--- src/design/dnsr_pkg.sv ---
// Shared types and constants for the DNS reply first-A-record parser.
// No dependencies; the parser, output buffer, top level and checker import this package.
package dnsr_pkg;

  localparam int StatusW = 2;
  localparam int AddrW   = 32;

  // Result status codes.
  localparam logic [StatusW-1:0] ST_FOUND = 2'd0;
  localparam logic [StatusW-1:0] ST_BAD   = 2'd1;
  localparam logic [StatusW-1:0] ST_TRUNC = 2'd2;

  // Message layout constants.
  localparam logic [7:0]  PTR_MARK     = 8'hc0;
  localparam logic [15:0] HEADER_BYTES = 16'd12;
  localparam logic [15:0] QFIX_BYTES   = 16'd4;
  localparam logic [15:0] RFIX_BYTES   = 16'd10;
  localparam logic [15:0] ADDR_BYTES   = 16'd4;
  localparam logic [15:0] TYPE_A       = 16'd1;

  typedef struct packed {
    logic [StatusW-1:0] status;
    logic [AddrW-1:0]   address;
  } dnsr_result_t;

endpackage

--- src/design/dnsr_msg_if.sv ---
// Input channel: one reply byte per beat with a last-byte mark.
// Depends on nothing.
interface dnsr_msg_if;
  logic       valid;
  logic       ready;
  logic [7:0] reply_byte;
  logic       last_byte;

  modport source (output valid, output reply_byte, output last_byte, input ready);
  modport sink   (input valid, input reply_byte, input last_byte, output ready);
endinterface

--- src/design/dnsr_res_if.sv ---
// Result channel: one status and address per beat.
// Depends on nothing.
interface dnsr_res_if;
  logic        valid;
  logic        ready;
  logic [1:0]  status;
  logic [31:0] address;

  modport source (output valid, output status, output address, input ready);
  modport sink   (input valid, input status, input address, output ready);
endinterface

--- src/design/dnsr_parser.sv ---
// Byte-serial parse state and its next-state logic.
// Depends on dnsr_pkg.
module dnsr_parser
  import dnsr_pkg::*;
(
  input  logic         clk,
  input  logic         rst,
  input  logic         fire,
  input  logic [7:0]   reply_byte,
  input  logic         last_byte,
  output logic         hit,
  output dnsr_result_t hit_result
);

  localparam logic [3:0] PH_HEADER = 4'd0;
  localparam logic [3:0] PH_QLEN   = 4'd1;
  localparam logic [3:0] PH_QPTR   = 4'd2;
  localparam logic [3:0] PH_QLABEL = 4'd3;
  localparam logic [3:0] PH_QFIX   = 4'd4;
  localparam logic [3:0] PH_ALEN   = 4'd5;
  localparam logic [3:0] PH_APTR   = 4'd6;
  localparam logic [3:0] PH_ALABEL = 4'd7;
  localparam logic [3:0] PH_RFIX   = 4'd8;
  localparam logic [3:0] PH_ADDR   = 4'd9;
  localparam logic [3:0] PH_DATA   = 4'd10;

  logic [3:0]  phase, phase_next;
  logic [15:0] byte_count, byte_count_next;
  logic [15:0] answers_left, answers_left_next;
  logic [31:0] field_shift, field_shift_next;
  logic [15:0] record_type, record_type_next;
  logic        decided, decided_next;

  logic [31:0] shifted;
  logic [15:0] cnt_inc, cnt_dec, ans_dec;
  logic        is_ptr;

  always_comb begin
    shifted = {field_shift[23:0], reply_byte};
    cnt_inc = byte_count + 16'd1;
    cnt_dec = byte_count - 16'd1;
    ans_dec = answers_left - 16'd1;
    is_ptr  = (reply_byte & PTR_MARK) == PTR_MARK;

    phase_next        = phase;
    byte_count_next   = byte_count;
    answers_left_next = answers_left;
    field_shift_next  = field_shift;
    record_type_next  = record_type;
    decided_next      = decided;
    hit                = 1'b0;
    hit_result.status  = ST_BAD;
    hit_result.address = '0;

    if (fire) begin
      if (!decided) begin
        case (phase)
          PH_HEADER: begin
            if (byte_count == 16'd2 && !reply_byte[7]) begin
              hit          = 1'b1;
              decided_next = 1'b1;
            end else begin
              if (byte_count == 16'd6) answers_left_next = {reply_byte, 8'h00};
              if (byte_count == 16'd7) answers_left_next = answers_left | {8'h00, reply_byte};
              byte_count_next = cnt_inc;
              if (cnt_inc >= HEADER_BYTES) begin
                if (answers_left_next == 16'd0) begin
                  hit          = 1'b1;
                  decided_next = 1'b1;
                end else begin
                  phase_next      = PH_QLEN;
                  byte_count_next = '0;
                end
              end
            end
          end
          PH_QLEN, PH_ALEN: begin
            if (is_ptr) begin
              phase_next = (phase == PH_QLEN) ? PH_QPTR : PH_APTR;
            end else if (reply_byte == 8'd0) begin
              phase_next       = (phase == PH_QLEN) ? PH_QFIX : PH_RFIX;
              byte_count_next  = '0;
              field_shift_next = '0;
            end else begin
              phase_next      = (phase == PH_QLEN) ? PH_QLABEL : PH_ALABEL;
              byte_count_next = {8'h00, reply_byte};
            end
          end
          PH_QPTR: begin
            phase_next      = PH_QFIX;
            byte_count_next = '0;
          end
          PH_APTR: begin
            phase_next       = PH_RFIX;
            byte_count_next  = '0;
            field_shift_next = '0;
          end
          PH_QLABEL, PH_ALABEL: begin
            byte_count_next = cnt_dec;
            if (cnt_dec == 16'd0) phase_next = (phase == PH_QLABEL) ? PH_QLEN : PH_ALEN;
          end
          PH_QFIX: begin
            byte_count_next = cnt_inc;
            if (cnt_inc >= QFIX_BYTES) phase_next = PH_ALEN;
          end
          PH_RFIX: begin
            field_shift_next = shifted;
            if (byte_count == 16'd1) record_type_next = shifted[15:0];
            byte_count_next = cnt_inc;
            if (cnt_inc >= RFIX_BYTES) begin
              field_shift_next = '0;
              if (record_type_next == TYPE_A) begin
                phase_next      = PH_ADDR;
                byte_count_next = '0;
              end else if (shifted[15:0] == 16'd0) begin
                // Empty data area: the record ends right here.
                answers_left_next = ans_dec;
                if (ans_dec == 16'd0) begin
                  hit          = 1'b1;
                  decided_next = 1'b1;
                end else begin
                  phase_next = PH_ALEN;
                end
              end else begin
                phase_next      = PH_DATA;
                byte_count_next = shifted[15:0];
              end
            end
          end
          PH_ADDR: begin
            field_shift_next = shifted;
            byte_count_next  = cnt_inc;
            if (cnt_inc >= ADDR_BYTES) begin
              hit                = 1'b1;
              decided_next       = 1'b1;
              hit_result.status  = ST_FOUND;
              hit_result.address = shifted;
            end
          end
          PH_DATA: begin
            byte_count_next = cnt_dec;
            if (cnt_dec == 16'd0) begin
              answers_left_next = ans_dec;
              if (ans_dec == 16'd0) begin
                hit          = 1'b1;
                decided_next = 1'b1;
              end else begin
                phase_next = PH_ALEN;
              end
            end
          end
          default: begin
          end
        endcase
      end

      if (last_byte) begin
        if (!decided_next) begin
          hit                = 1'b1;
          hit_result.status  = ST_TRUNC;
          hit_result.address = '0;
        end
        phase_next        = PH_HEADER;
        byte_count_next   = '0;
        answers_left_next = '0;
        field_shift_next  = '0;
        record_type_next  = '0;
        decided_next      = 1'b0;
      end
    end
  end

  always_ff @(posedge clk) begin
    if (rst) begin
      phase        <= PH_HEADER;
      byte_count   <= '0;
      answers_left <= '0;
      field_shift  <= '0;
      record_type  <= '0;
      decided      <= 1'b0;
    end else begin
      phase        <= phase_next;
      byte_count   <= byte_count_next;
      answers_left <= answers_left_next;
      field_shift  <= field_shift_next;
      record_type  <= record_type_next;
      decided      <= decided_next;
    end
  end

endmodule

--- src/design/dnsr_out_buf.sv ---
// Result register with a skid entry behind it.
// Depends on dnsr_pkg.
module dnsr_out_buf
  import dnsr_pkg::*;
(
  input  logic         clk,
  input  logic         rst,
  input  logic         push,
  input  dnsr_result_t push_data,
  output logic         space,
  output logic         valid,
  input  logic         ready,
  output dnsr_result_t data
);

  logic         skid_valid;
  dnsr_result_t skid_data;
  logic         take;

  assign take  = valid && ready;
  // The skid entry is the only thing that can hold off new bytes.
  assign space = !skid_valid;

  always_ff @(posedge clk) begin
    if (rst) begin
      valid      <= 1'b0;
      skid_valid <= 1'b0;
    end else if (skid_valid) begin
      if (take) begin
        valid      <= 1'b1;
        skid_valid <= 1'b0;
      end
    end else if (!valid || take) begin
      valid <= push;
    end else if (push) begin
      skid_valid <= 1'b1;
    end
  end

  always_ff @(posedge clk) begin
    if (skid_valid) begin
      if (take) data <= skid_data;
    end else if (!valid || take) begin
      if (push) data <= push_data;
    end else if (push) begin
      skid_data <= push_data;
    end
  end

endmodule

--- src/design/dns_reply_first_a_record.sv ---
// DNS reply parser that reports the first A record of a reply message.
// Each result is decided combinationally from its byte and registered in the output buffer.
// Throughput: one byte per cycle while the input is not stalled; the parse state updates on each accepted byte.
// Input stalls only when both the result register and its skid entry are full.
// Reset (rst, synchronous, active high) returns the parser to the header phase
// and empties the result register and skid entry.
module dns_reply_first_a_record
  import dnsr_pkg::*;
(
  input logic           clk,
  input logic           rst,
  dnsr_msg_if.sink      msg,
  dnsr_res_if.source    result
);

  // A beat is taken whenever the output side can still absorb a result. Most
  // bytes produce no result at all, so the parser keeps running while a
  // finished result waits in the output register.
  logic         fire;
  logic         hit;
  dnsr_result_t hit_result;
  logic         space;
  dnsr_result_t out_data;

  assign msg.ready = space;
  assign fire      = msg.valid && space;

  // The parser holds the phase, counters and field shift register and decides
  // in the same cycle as the byte that completes a decision. The last byte of
  // a message always rearms it; a message that ends undecided reports a
  // truncation on that byte.
  dnsr_parser u_parser (
    .clk        (clk),
    .rst        (rst),
    .fire       (fire),
    .reply_byte (msg.reply_byte),
    .last_byte  (msg.last_byte),
    .hit        (hit),
    .hit_result (hit_result)
  );

  // The result register with one skid entry parts the two handshakes, so a
  // stalled consumer costs nothing until a second result is produced.
  dnsr_out_buf u_out_buf (
    .clk       (clk),
    .rst       (rst),
    .push      (hit),
    .push_data (hit_result),
    .space     (space),
    .valid     (result.valid),
    .ready     (result.ready),
    .data      (out_data)
  );

  assign result.status  = out_data.status;
  assign result.address = out_data.address;

endmodule

--- src/flat_wrapper.sv ---
// flat-port wrapper written by rule: the top's interface ports become plain ports
module dns_reply_first_a_record_flat import dnsr_pkg::*;
  (clk, rst, msg_valid, msg_reply_byte, msg_last_byte, msg_ready, result_valid, result_status, result_address, result_ready);
  dnsr_msg_if msg_i ();
  dnsr_res_if result_i ();
  input logic clk;
  input logic rst;
  input wire logic [$bits(msg_i.valid)-1:0] msg_valid;
  input wire logic [$bits(msg_i.reply_byte)-1:0] msg_reply_byte;
  input wire logic [$bits(msg_i.last_byte)-1:0] msg_last_byte;
  output wire logic [$bits(msg_i.ready)-1:0] msg_ready;
  output wire logic [$bits(result_i.valid)-1:0] result_valid;
  output wire logic [$bits(result_i.status)-1:0] result_status;
  output wire logic [$bits(result_i.address)-1:0] result_address;
  input wire logic [$bits(result_i.ready)-1:0] result_ready;
  assign msg_i.valid = msg_valid;
  assign msg_i.reply_byte = msg_reply_byte;
  assign msg_i.last_byte = msg_last_byte;
  assign msg_ready = msg_i.ready;
  assign result_valid = result_i.valid;
  assign result_status = result_i.status;
  assign result_address = result_i.address;
  assign result_i.ready = result_ready;
  dns_reply_first_a_record u_core (.clk(clk), .rst(rst), .msg(msg_i), .result(result_i));
endmodule
--- config.mk ---
export PLATFORM = sky130hd
export DESIGN_NAME = dns_reply_first_a_record_flat
export DESIGN_NICKNAME = d
export VERILOG_FILES = /design/src/design/dnsr_pkg.sv /design/src/design/dnsr_msg_if.sv /design/src/design/dnsr_res_if.sv /design/src/design/dnsr_parser.sv /design/src/design/dnsr_out_buf.sv /design/src/design/dns_reply_first_a_record.sv /design/src/flat_wrapper.sv
export SDC_FILE = /design/constraint.sdc
export NUM_CORES = 1
export LEC_CHECK = 0
export BUFFER_PORTS_ARGS = -buffer_cell sky130_fd_sc_hd__buf_2
export CORE_MARGIN = 4
export CORE_UTILIZATION = 35
export DETAILED_ROUTE_END_ITERATION = 6
export HOLD_SLACK_MARGIN = 0.05
export PLACE_DENSITY_LB_ADDON = 0.2
export SYNTH_ARGS = -nofsm -noshare
export SYNTH_HDL_FRONTEND = slang
export SYNTH_SLANG_ARGS = --single-unit
--- constraint.sdc ---
create_clock -name clk -period 6.9 [get_ports clk]
set_clock_uncertainty 0.2 [all_clocks]
set_input_delay 0.69 -clock clk [delete_from_list [all_inputs] [get_ports clk]]
set_output_delay 0.69 -clock clk [all_outputs]
set_load 0.02 [all_outputs]
==> run metrics, run 1 <==
status finished clean; Compound-Gate Fraction of Synth Area about a quarter; Yosys warnings 0; Worst slew margin 22.2%; max-slew violations 0; VDD IR max 0.148 mV; WHS Endpoint u_core.u_parser.field_shift[18]$_SDFFE_PP0P_; worst hold path startpoint u_core.u_parser.field_shift[18]$_SDFFE_PP0P_; Arr. time, crit path 4.37 ns; Worst-path clk slew 0.07 ns; FF-to-FF End u_core.u_out_buf.data[27]$_DFFE_PP_; DR WL/cell 19.8 µm; Post-synth ARST share 0%; area of the multi-input gates 0.00425 mm²; Placeable Area 0.0228 mm²; Setup TNS 0 ns; vias per inst 5.71; Simple-Gate Fraction of Synth Area 21.4%; Fmax between 200 and 250 MHz; Final setup viols 0; post-synth cell types 83; met3 wire length 1510 µm; most common library cells after synthesis 80 x nor2_1, 79 x dfxtp_1, 68 x edfxtp_1, 57 x nand2_1, 49 x a21oi_1; RSZ-0062 raised after global routing no; vias in the first global route ~6.3k; first-pass GRT wire length approximately 38,000 µm; CP startpoint u_core.u_parser.byte_count[4]$_SDFFE_PP0P_; Area contributors post-synth edfxtp_1 25%, dfxtp_1 19%, a21o_1 3.7%, nor2_1 3.7%, a21oi_1 3.0%; highest metal used met4; hold buffer count at CTS 0; Routability Congestion 0.912; Initial DRC Count 761; Post-Route WL 24,200 µm; H-tree levels 4; IO buf count 48; mux cell area share after synthesis 1.98%; antenna violations before repair 0; Top Ports 49; synthesized cell area 0.00817 mm²; Final Cycle Share 65.7%; residual DRC count 0; register bit total from synthesis 147; chip height 161 µm; r2r setup slk 2.37 ns; leakage power around 3.7 nW; Final HPWL DP between 15,000 and 20,000 µm; CP Launch Type register; Die Area 0.0259 mm²; vias 6,969; WHS Path Cells 1; FF/Latch Area roughly 0.0036 mm²; main combinational cell family by area after synthesis compound AO/OA/AOI/OAI gates; GRT overflow 0; post-cts resize count 0; Max-cap violations 0; worst-path fanout max 34; Adder-Cell Fraction of Synth Area 1.07%; crit path kind register to register; Layout Nets a little over 900; most common cell in the netlist nor2_1; syn_nets 898; post-synth top area cell edfxtp_1; Worst path max stage delay 0.90 ns; TritonCTS Sinks about 150; CTS tree built; met2 wire length roughly 11,000 µm; setup ws final about 2.4 ns; Filler cells approximately 2.3k; Hold Path Class register to register; Critical Path Slowest Stage Cell nor4_1; Primary FF master, synth dfxtp_1; Hold Vio Cnt, Final 0; Seq/Total Area, Yosys between 40 and 50%; Tot GR Track Use between 15 and 20%; post-synth top area share 25.0%; Post-synth EDFFs 68; FF-to-FF path depth 8; root cell of the clock tree clkbuf_16; critical path data required time about 6.7 ns; Synth Area per Inst about 9.3 µm²; pre-CTS setup slack 2.36 ns; post-route minimum period 4.53 ns; Clock Tree Buf Depth 2; Starting Density ~36%; RR Startpoint u_core.u_parser.byte_count[4]$_SDFFE_PP0P_; die width 161 µm; worst slew pin tran about 1.2 ns; XOR/XNOR share of the synthesized area under 10%; PD cells 262 mW/mm²; clock buffer count from CTS 17; synthesis-to-finish area growth 13.6%; clk_lat worst skew 0.43 ns; largest net degree at the start of global routing 50; share of cells above drive strength 1 13.1%; Detail Route Antenna Nets 0; Post-Synthesis Cells 878; CP endpoint kind register; TritonRoute pass-1 iters 7; FP Rows 55; Post-CTS Setup Inserts 0; hold_ws between 0.2 and 0.3 ns; cells along the critical path nor3_2 -> nand4b_1 -> nor4_1 -> a32oi_1 -> a21o_1 -> a21oi_1 -> a211oi_4 -> a31oi_4; M1 WL 11,400 µm
==> metal layers <==
metal  track usage, %  vias up
li1                 -     3367
met1             26.6     3283
met2             27.1      268
met3             3.77       51
met4             6.13        0
met5                0        -
==> layout by cell type (no fill, tap or decap), types with 20 or more instances in the layout <==
| cell type | synthesis | final |
|---|---|---|
| o21ai_0 | 32 | 32 |
| nand3_1 | 21 | 21 |
| a21o_1 | 40 | 40 |
| a22o_1 | 25 | 25 |
| nand2b_1 | 20 | 20 |
| and2_1 | 35 | 35 |
| nor2_1 | 80 | 80 |
| dfxtp_1 | 79 | 79 |
| a21oi_1 | 49 | 48 |
| nor3_1 | 25 | 25 |
| edfxtp_1 | 68 | 68 |
| nand2_1 | 57 | 57 |
| buf_2 | 4 | 48 |
==> stage by stage <==
step	utilization (%)	instance area, µm²	cells	total power [W]
final	40.7	9280	1221	0.00243
after global routing	40.7	9280	1220	0.00254
after CTS	40.7	9280	1220	0.00246
after detailed placement	38.0	8660	1188	0.00149
after global placement	38.0	8660	1188	0.00149
after floorplan	-	8170	878	0.00134
==> final cells by class <==
type | instances | area share, %
Sequential cell | 147 | 39.1
Multi-Input combinational cell | 650 | 45.8
Clock buffer | 17 | 4.58
Tap cell | 313 | 4.22
Timing Repair Buffer | 58 | 3.40
Clock inverter | 15 | 2.04
Antenna cell | 1 | 0.0270
Inverter | 20 | 0.863
==> state kept, by name (all words and copies together), names as in the netlist <==
name	count
u_core.u_parser.field_shift	24
u_core.u_parser.byte_count	16
u_core.u_parser.phase	4
u_core.u_out_buf.data	34
u_core.u_parser.record_type	16
u_core.u_out_buf.skid_valid	1
u_core.u_out_buf.valid	1
u_core.u_parser.decided	1
u_core.u_parser.answers_left	16
u_core.u_out_buf.skid_data	34
==> worst max-delay path by stage <==
| stage | to | slack (ns) | cells after the start |
|---|---|---|---|
| 3_5_place_dp | u_core.u_out_buf.data[14]$_DFFE_PP_ | 2.36 | 9 |
| 5_1_grt | u_core.u_out_buf.data[24]$_DFFE_PP_ | 1.85 | 8 |
| 4_1_cts | u_core.u_out_buf.data[27]$_DFFE_PP_ | 2.37 | 8 |
| 3_3_place_gp | u_core.u_out_buf.data[14]$_DFFE_PP_ | 2.38 | 9 |
| 6_report | u_core.u_out_buf.data[27]$_DFFE_PP_ | 2.37 | 8 |
| 2_1_floorplan | u_core.u_out_buf.data[0]$_DFFE_PP_ | 2.04 | 9 |
==> worst max-delay path, delay by kind of cell, from the launching register on <==
family / cells / cell delay, ns
DFF: 1 / 0.42
and+or+nand+nor: 3 / 1.60
AOI/OAI and AO/OA: 5 / 1.92
==> power breakdown <==
part           switching (W)  internal [W]
logic               0.000318      0.000134
clock network       0.000415      0.000550
registers          0.0000315      0.000985
total               0.000764       0.00167
==> cell families (layout without fill, tap and decap cells) <==
kind of cell             count (synthesis)  count (layout)
AND/OR/NAND/NOR                        330             330
AO/OA/AOI/OAI                          273             273
flip-flops                             147             147
buffers and inverters                   81             110
XOR/XNOR                                24              24
multiplexers                            16              16
adder cells (fa/ha/maj)                  7               7
other                                    0               1
No activity file was read; power rests on OpenSTA's default activity.
==> run 2, diff against run 1 <==
==> constraint.sdc (replaced) <==
create_clock -name clk -period 4.75 [get_ports clk]
set_clock_uncertainty 0.2 [all_clocks]
set_input_delay 0.475 -clock clk [delete_from_list [all_inputs] [get_ports clk]]
set_output_delay 0.475 -clock clk [all_outputs]
set_load 0.02 [all_outputs]
==> run 2 against run 1 <==
  * Global-route usage grew 0.75 points
  * Critical endpoint is now u_core.u_out_buf.data[5]$_DFFE_PP_
  * Flip-flop and latch count stayed put
  * Largest power group unchanged
  * Design area grew 1.5%
  * Worst setup slack got worse by 1.7 ns
==> run metrics, run 2 (synthesized netlist as in run 1, its figures left out) <==
CP endpoint kind register; critical path data required time approximately 4.7 ns; Top Ports 49; hold buffer count at CTS 0; RSZ-0062 raised after global routing no; Routability Congestion around 0.96; Final setup viols 0; Starting Density a little over a third; worst-path fanout max 30; die width about 160 µm; clock power share 39.4%; Max-cap violations 0; Final HPWL DP 17,300 µm; worst slew pin tran 0.746 ns; DR WL/cell slightly above 20 µm; max-slew violations 0; diodes inserted 0; Top Registers u_core.u_out_buf.data (34), u_core.u_out_buf.skid_data (34), u_core.u_parser.field_shift (24); H-tree levels 4; Initial DRC Count 588; Final Cycle Share 85.0%; final core utilization around two fifths; CP Launch Type register; crit path kind register to register; GRT overflow 0; post-cts resize count 0; commonest non-fill, non-tap cell in the layout nor2_1; pre-CTS setup slack ~0.64 ns; Worst slew margin between 40% and 50%; vias per inst roughly 5.7; Sequential Power Share 41.2%; Worst-path clk slew 0.07 ns; sw frac 30.6%; synthesis-to-finish area growth 15.2%; VDD IR max between 0.2 and 0.25 mV; Layout Cells excl Fill 1,238; first-pass GRT wire length 39,100 µm; Fmax 248 MHz; status finished clean; Worst path max stage delay 0.56 ns; clock buffer count from CTS 17; total internal power 0.00248 W; Top delay family on crit path compound AO/OA/AOI/OAI gates; PD cells 380 mW/mm²; Placeable Area around 0.023 mm²; Hold Path Class primary input to register; Setup TNS 0 ns; TritonRoute pass-1 iters 5; Detail Route Antenna Nets 0; antenna violations before repair 0; Layout Nets 932; fin area 0.00942 mm²; FP Rows between 50 and 60; chip height 161 µm; largest net degree at the start of global routing 49; leakage power between 3 and 4 nW; CTS tree built; clk_lat worst skew 0.43 ns; commonest non-fill, non-tap cells in the layout 80 x nor2_1, 79 x dfxtp_1, 68 x edfxtp_1; cells along the critical path ha_1 -> nand3_1 -> nor3_1 -> a22o_1 -> o2111ai_4 -> nor2_1 -> o31ai_4 -> a211oi_4 -> a31oi_4 -> buf_12; residual DRC count 0; vias in the first global route 6,587; TritonCTS Sinks around 150; Post-DP Area 0.00881 mm²; Die Area roughly 0.026 mm²; setup ws final 0.711 ns; IO buf count 48; Tot GR Track Use a little under a fifth; DP Cell Count 1,206; Filler cells 2,243; vias 7,096; NetSw roughly 0.0011 W; Hold Vio Cnt, Final 0; Clock Tree Buf Depth 2; CP bufs+invs 1; post-route minimum period 4.04 ns; Post-CTS Setup Inserts 0; Post-Route WL between 20,000 and 25,000 µm; Combinational Power Share 19.5%; share of cells above drive strength 1 14.6%; root cell of the clock tree clkbuf_16; Arr. time, crit path 4.02 ns; Critical Path Slowest Stage Cell a211oi_4
==> run 2: changes by cell type in the layout (fill, tap and decap cells not counted), moves of 2 or more <==
cell | before | now
buf_4 | 10 | 27
clkbuf_1 | 0 | 2
clkinv_4 | 1 | 4
clkinv_8 | 2 | 0
clkinvlp_4 | 3 | 0
inv_8 | 3 | 1
==> run 2: power by group through the flow <==
stage | clock, W | combinational, W | sequential, W
floorplan | 0 | 0.000373 | 0.00158
global route | 0.00149 | 0.000750 | 0.00148
CTS | 0.00143 | 0.000697 | 0.00147
global placement | 0 | 0.000698 | 0.00150
detailed placement | 0 | 0.000694 | 0.00150
finish | 0.00141 | 0.000696 | 0.00147
==> run 2: worst paths after layout <==
path                            slack [ns]  cells after the start                                         start                                            to
worst max-delay path                  0.71                     10    u_core.u_parser.byte_count[0]$_SDFFE_PP0P_            u_core.u_out_buf.data[5]$_DFFE_PP_
worst min-delay path                  0.26                      2                             msg_reply_byte[1]   u_core.u_parser.field_shift[1]$_SDFFE_PP0P_
worst max register to register        0.71                     10    u_core.u_parser.byte_count[0]$_SDFFE_PP0P_            u_core.u_out_buf.data[5]$_DFFE_PP_
worst min register to register        0.27                      1  u_core.u_parser.field_shift[18]$_SDFFE_PP0P_  u_core.u_parser.field_shift[18]$_SDFFE_PP0P_
==> run 2: through the flow <==
step / hold slack (ns) / total power, W
floorplan: 0.241 / 0.00195
global placement: 0.253 / 0.00220
detailed placement: 0.261 / 0.00219
CTS: 0.250 / 0.00360
global route: 0.263 / 0.00373
finish: 0.264 / 0.00358
==> run 2: final cells by class <==
class / count / area, µm² / share of cell area [%]
multi-input cells: 650 / 4250 / 45.2
flip-flops and latches: 147 / 3620 / 38.5
repair buffers: 76 / 463 / 4.92
clock buffers: 19 / 433 / 4.60
well taps: 313 / 392 / 4.16
clock inverters: 13 / 173 / 1.83
inverters: 20 / 80.1 / 0.850
==> run 2: per-layer routing <==
metal	global-route usage (%)	vias to the layer above	wire (µm)
met1	27.6	3455	11900
li1	-	3390	-
met5	0	-	0
met3	3.18	25	1260
met2	29.8	226	11400
met4	4.81	0	365
==> run 2: worst register-to-register path: cells and delay by family (launching register included) <==
kind	cells	cell delay, ns
and+or+nand+nor	3	0.95
AOI/OAI and AO/OA	5	1.35
adders and majority gates	1	0.53
buffers and inverters	1	0.24
DFF	1	0.51
